<file path="config.mk">
export PLATFORM = sky130hd
export DESIGN_NAME = signed_binary_to_decimal_digits
export DESIGN_NICKNAME = d
export VERILOG_FILES = /design/src/s2d_pkg.sv /design/src/s2d_dabble.sv /design/src/signed_binary_to_decimal_digits.sv
export SDC_FILE = /design/constraint.sdc
export NUM_CORES = 1
export LEC_CHECK = 0
export ABC_AREA = 1
export ABC_CLOCK_PERIOD_IN_PS = 3400
export BUFFER_PORTS_ARGS = -buffer_cell sky130_fd_sc_hd__buf_2
export CAP_MARGIN = 20
export CORE_ASPECT_RATIO = 1.25
export CORE_MARGIN = 2
export CORE_UTILIZATION = 53
export DETAILED_ROUTE_END_ITERATION = 10
export GPL_TIMING_DRIVEN = 0
export PLACE_DENSITY_LB_ADDON = 0.05
export RECOVER_POWER = 50
export REMOVE_ABC_BUFFERS = 1
export SYNTH_ARGS = -nofsm -noshare
export SYNTH_HDL_FRONTEND = slang
export SYNTH_SLANG_ARGS = --single-unit
</file>
<file path="constraint.sdc">
create_clock -name clk -period 3.4 [get_ports clk]
set_input_delay 0.34 -clock clk [delete_from_list [all_inputs] [get_ports clk]]
set_output_delay 0.34 -clock clk [all_outputs]
set_load 0.02 [all_outputs]
</file>
<file path="src/s2d_pkg.sv">
package s2d_pkg;

  localparam int VALUE_W = 64;
  localparam int DIGIT_W = 4;
  localparam int CYC_W   = $clog2(VALUE_W);

  // Control from the sequencer to the shift-and-add-3 unit
  typedef struct packed {
    logic load;     // take a new value, clear the digit register
    logic dabble;   // one bit step of the conversion
    logic advance;  // move the next digit into the top slot
  } s2d_ctrl_t;

endpackage

</file>
<file path="src/s2d_dabble.sv">
module s2d_dabble #(
  parameter int MAX_DIGITS = 19
) (
  input  logic                                clk,
  input  s2d_pkg::s2d_ctrl_t                  ctrl,
  input  logic signed [s2d_pkg::VALUE_W-1:0] value,
  output logic        [s2d_pkg::DIGIT_W-1:0] top_digit,
  output logic                                ovf
);
  import s2d_pkg::*;

  localparam int BCD_W = MAX_DIGITS * DIGIT_W;

  logic [VALUE_W-1:0] mag;
  logic [BCD_W-1:0]   bcd;
  logic [BCD_W-1:0]   adj;

  // Add 3 to every digit of five or more before the shift
  always_comb begin
    for (int i = 0; i < MAX_DIGITS; i++) begin
      if (bcd[i*DIGIT_W +: DIGIT_W] >= DIGIT_W'(5)) begin
        adj[i*DIGIT_W +: DIGIT_W] = bcd[i*DIGIT_W +: DIGIT_W] + DIGIT_W'(3);
      end else begin
        adj[i*DIGIT_W +: DIGIT_W] = bcd[i*DIGIT_W +: DIGIT_W];
      end
    end
  end

  always_ff @(posedge clk) begin
    if (ctrl.load) begin
      mag <= value[VALUE_W-1] ? (~value + VALUE_W'(1)) : value;
      bcd <= '0;
      ovf <= 1'b0;
    end else if (ctrl.dabble) begin
      mag <= mag << 1;
      bcd <= {adj[BCD_W-2:0], mag[VALUE_W-1]};
      // a carry out of the top digit means upper digits are dropped
      ovf <= ovf | adj[BCD_W-1];
    end else if (ctrl.advance) begin
      bcd <= bcd << DIGIT_W;
    end
  end

  assign top_digit = bcd[BCD_W-1 -: DIGIT_W];

endmodule

</file>
<file path="src/signed_binary_to_decimal_digits.sv">
// Flow: a word is taken while idle, converted by shift-and-add-3 over all
//   VALUE_W bits, then MAX_DIGITS slots are walked, leading zero slots skipped.
// Overlap: a new word is taken only after the last slot of the one before;
//   the single shift-and-add-3 unit sets this; a full output stalls the walk.
// Reset: rst (synchronous, active high) clears the sequencer and the output
//   valid; the digit datapath holds no reset and is loaded with each word.
module signed_binary_to_decimal_digits #(
  parameter int MAX_DIGITS = 19
) (
  input  logic                                clk,
  input  logic                                rst,
  input  logic                                value_valid,
  output logic                                value_ready,
  input  logic signed [s2d_pkg::VALUE_W-1:0] value,
  output logic                                digit_valid,
  input  logic                                digit_ready,
  output logic                                negative,
  output logic        [s2d_pkg::DIGIT_W-1:0] digit,
  output logic                                last_digit
);
  import s2d_pkg::*;

  localparam int CNT_W = (MAX_DIGITS > 1) ? $clog2(MAX_DIGITS) : 1;

  localparam logic [1:0] ST_IDLE = 2'd0;
  localparam logic [1:0] ST_CONV = 2'd1;
  localparam logic [1:0] ST_EMIT = 2'd2;

  logic [1:0]         state;
  logic [CYC_W-1:0]   cnt;
  logic [CNT_W-1:0]   idx;
  logic               started;
  logic               neg;

  s2d_ctrl_t          ctrl;
  logic [DIGIT_W-1:0] top_digit;
  logic               ovf;

  logic               accept;
  logic               slot_free;
  logic               show;
  logic               load_out;

  // Only an idle sequencer takes a new word; a finished digit may still
  // wait in the output register meanwhile.
  assign value_ready = (state == ST_IDLE);
  assign accept      = value_valid && value_ready;

  // The output register is free when empty or being drained this cycle
  assign slot_free = !digit_valid || digit_ready;

  // A slot is shown once a non-zero digit has appeared, when upper digits
  // were dropped (all kept slots count), or on the units slot.
  assign show     = started || ovf || (top_digit != '0) || (idx == '0);
  assign load_out = (state == ST_EMIT) && show && slot_free;

  always_comb begin
    ctrl.load    = accept;
    ctrl.dabble  = (state == ST_CONV);
    ctrl.advance = (state == ST_EMIT) && (!show || slot_free);
  end

  s2d_dabble #(
    .MAX_DIGITS(MAX_DIGITS)
  ) u_dabble (
    .clk       (clk),
    .ctrl      (ctrl),
    .value     (value),
    .top_digit (top_digit),
    .ovf       (ovf)
  );

  // Sequencer: convert over all VALUE_W bits, then walk the digit slots top down
  always_ff @(posedge clk) begin
    if (rst) begin
      state   <= ST_IDLE;
      cnt     <= '0;
      idx     <= '0;
      started <= 1'b0;
    end else begin
      case (state)
        ST_IDLE: begin
          if (accept) begin
            state   <= ST_CONV;
            cnt     <= '0;
            started <= 1'b0;
          end
        end
        ST_CONV: begin
          cnt <= cnt + CYC_W'(1);
          if (cnt == CYC_W'(VALUE_W - 1)) begin
            state <= ST_EMIT;
            idx   <= CNT_W'(MAX_DIGITS - 1);
          end
        end
        ST_EMIT: begin
          if (ctrl.advance) begin
            if (show) begin
              started <= 1'b1;
            end
            if (idx == '0) begin
              state <= ST_IDLE;
            end else begin
              idx <= idx - CNT_W'(1);
            end
          end
        end
        default: begin
          state <= ST_IDLE;
        end
      endcase
    end
  end

  // Hold the sign of the word for all its digits
  always_ff @(posedge clk) begin
    if (accept) begin
      neg <= value[VALUE_W-1];
    end
  end

  // Output register: valid under reset, payload loaded with each digit
  always_ff @(posedge clk) begin
    if (rst) begin
      digit_valid <= 1'b0;
    end else if (load_out) begin
      digit_valid <= 1'b1;
    end else if (digit_ready) begin
      digit_valid <= 1'b0;
    end
  end

  always_ff @(posedge clk) begin
    if (load_out) begin
      negative   <= neg;
      digit      <= top_digit;
      last_digit <= (idx == '0);
    end
  end

`ifndef ASSERT_OFF
  // An accepted word always starts a fresh conversion
  a_accept_starts_conv: assert property (@(posedge clk) disable iff (rst)
    accept |=> (state == ST_CONV) && (cnt == '0))
    else $error("accepted word did not start a conversion");

  // The units digit closes the run and frees the sequencer
  a_last_ends_run: assert property (@(posedge clk) disable iff (rst)
    (load_out && (idx == '0)) |=> (state == ST_IDLE) && digit_valid && last_digit)
    else $error("final digit did not end the run");

  // Every digit shown is a decimal digit
  a_digit_range: assert property (@(posedge clk) disable iff (rst)
    digit_valid |-> (digit <= DIGIT_W'(9)))
    else $error("digit out of decimal range");

  // Digits are only loaded while walking the slots
  a_load_in_emit: assert property (@(posedge clk) disable iff (rst)
    load_out |-> (state == ST_EMIT) && !value_ready)
    else $error("digit loaded outside the emit phase");
`endif

endmodule

</file>
==> impl_metrics.yaml <==
outcome:
  status: "finished, final reports clean"
yosys:
  synth_cells: 1575
  ys_ff_latch: 163
  avgSynthCellArea_um2: 6.82
  yosysUniqueCellTypes: 38
  synth_area_um2: 10700
  ys.warnings.count: 0
  synth-seq-area-share: 0.370
setup_path:
  crit_top_cell: "buf_12"
  cp.required_ns: 3.72
  path_cells: "inv_1, nor2_4, buf_12, buf_12, inv_2, nand2_8, inv_4, buf_12, o21ai_0, a21oi_1"
  critPathKind: "reg2reg"
  crit_path_max_incr_delay_ns: 0.42
  path_max_fanout: 58
  critPathSlowestCell: "nand2_8"
  cp_data_arrival_time_ns: 3.31
  cp-end-kind: "register"
  reg2reg_slack_ns: 0.41
  cp-start-kind: "register"
clock_network:
  clk_pin_slew_ns: 0.07
  cts_tree: "yes"
  hold_buffers: 0
  cts_root_buf: "clkbuf_16"
  cts_buffers: 17
  htreeDepth: 4
  clock_latency_ns: 0.43
  clock_sinks: 163
  cts_buffer_depth: 2
  post_cts_buffers: 0
floorplan:
  die_w_um: 131
  ios: 76
  die_h_um: 163
  start_util: 0.537
  fp.dieArea_um2: 21400
  rows: 58
  core_area_um2: 20000
detailed_routing:
  wl_um: 26900
  route.detailed.drc: 0
  drt_iter0_markers: 663
  wl_per_cell_um: 14.2
  via_count: 10300
  vias_per_cell: 5.40
  antenna_left: 0
  first_pass_iters: 5
timing:
  tns_ns: 0
  slew_headroom: 0.135
  fmax_mhz: 335
  post-route-min-period_ns: 2.99
  tightestPinTransition_ns: 1.30
  slew_viol_final: 0
  rsz0062_at_grt: "false"
  setup_viol: 0
  min_period_over_period: 0.879
  skew_ns: 0.0115
  finalWorstSetupSlack_ns: 0.413
  hold_viol: 0
worst_hold_path:
  worstHoldPathType: "in2reg"
placed_design:
  dp.cells: 1868
  place.gp.congestion: 0.990
  port_buffers: 75
  dp_slack_ns: -0.172
  dp_hpwl_um: 18800
global_routing:
  grt_pass1_wl_um: 44200
  antenna_found_initial: 0
  grt.total_usage: 0.251
  grt_pass1_vias: 9453
  grt_overflow: 0
  grt_max_degree: 91
cells_and_area:
  area_growth_pct: 10.2
  drive_above_1_share: 0.0858
  layoutNonFillerInstCount: 1901
  nets: 1728
  n_antenna_cell: 0
power:
  power.leakage_nw: 4.93
  vdd_drop_max_v: 0.000370
  powerDensity_nw_per_um2: 519
  total_power_w: 0.00616
flow_run:
  cap_violations: 0
==> synthesized netlist by cell type, drive strengths merged <==
| cell type | count | area (µm²) |
|---|---|---|
| o211ai | 3 | 22.5 |
| o21ai | 226 | 1140 |
| nand3 | 137 | 686 |
| or2 | 19 | 119 |
| nor2 | 268 | 1040 |
| nand2 | 351 | 1340 |
| nand3b | 10 | 75.1 |
| buf | 34 | 203 |
| ha | 42 | 526 |
| inv | 141 | 529 |
| and3 | 1 | 6.26 |
| nand4 | 16 | 106 |
| a221oi | 1 | 8.76 |
| xor2 | 32 | 280 |
| xnor2 | 10 | 87.6 |
| o31ai | 1 | 7.51 |
| a21oi | 65 | 325 |
| clkbuf | 25 | 95.1 |
| nor3 | 3 | 15.0 |
| clkinv | 2 | 7.51 |
| a31oi | 5 | 31.3 |
| o21a | 1 | 7.51 |
| edfxtp | 71 | 2130 |
| dfxtp | 92 | 1840 |
| a211oi | 3 | 22.5 |
| o22ai | 16 | 100 |
==> power breakdown <==
group | total (W) | internal (W) | switching [W]
sequential | 0.00261 | 0.00241 | 0.000198
combinational | 0.00165 | 0.000600 | 0.00105
clock | 0.00189 | 0.00103 | 0.000865
total | 0.00616 | 0.00404 | 0.00212
==> layout make-up <==
cell class	count	area [µm²]
inverters	143	542
multi-input cells	1211	5950
well taps	270	338
flip-flops and latches	163	3970
clock inverters	15	144
repair buffers	82	478
clock buffers	17	425
fillers	2034	8180
==> registers in the layout, summed over array words and instances, names as in the netlist <==
register	flops
u_dabble.ovf	1
idx	5
negative	1
last_digit	1
digit_valid	1
digit	4
neg	1
state	2
u_dabble.bcd	76
started	1
cnt	6
u_dabble.mag	64
==> cell families after synthesis <==
kind of cell               after synthesis  synth area share
adders and majority gates               42            0.0489
DFF                                    163             0.370
buffers and inverters                  202            0.0776
and+or+nand+nor                        805             0.314
xor gates and xnor gates                42            0.0342
AOI/OAI and AO/OA                      321             0.155
==> critical path: cells and delay by family (launching register included) <==
family / cells / cell delay, ns
buffers and inverters: 6 / 1.40
AND/OR/NAND/NOR: 2 / 0.82
flip-flops: 1 / 0.36
AO/OA/AOI/OAI: 2 / 0.23
==> layer usage <==
metal  vias to the layer above  GRT usage  wire length, µm
met5                         -          0                0
met4                         0      0.102              782
met3                        52     0.0345              948
met2                       216      0.458            13400
met1                      4682      0.300            11800
li1                       5312          -                -
==> path summary, 6_finish.rpt <==
kind | from | end | depth (start not counted)
setup / recovery | state[0] | u_dabble.bcd[23] | 10
hold / removal | digit_ready | digit_valid | 4
setup reg to reg | state[0] | u_dabble.bcd[23] | 10
hold reg to reg | neg | negative | 0
==> cells in the final DEF (no fill, tap or decap), types with 21 or more instances in the layout <==
master    Yosys  layout
o21ai_1      24      21
a21oi_1      65      65
xor2_1       32      32
o21ai_0     199     202
edfxtp_1     71      71
dfxtp_1      92      92
nor2_1      262     263
inv_1       135     137
buf_2        21      68
nand2_1     348     349
ha_1         42      42
nand3_1     137     137
==> stage by stage <==
stage               cell area, µm²  hold WS [ns]  utilization
floorplan                    10500         0.400            -
global route                 11800         0.243        0.592
global placement             11200         0.420        0.557
detailed placement           11300         0.440        0.565
finish                       11800         0.227        0.592
CTS                          11900         0.216        0.594
==> timing repair <==
item | in CTS | in global routing
resized for setup | 1 | 2
pin swaps | 0 | 1
setup endpoints to repair | 30 | 38
cloned | 0 | 1
Note: power is estimated with default switching activity, not from simulation.
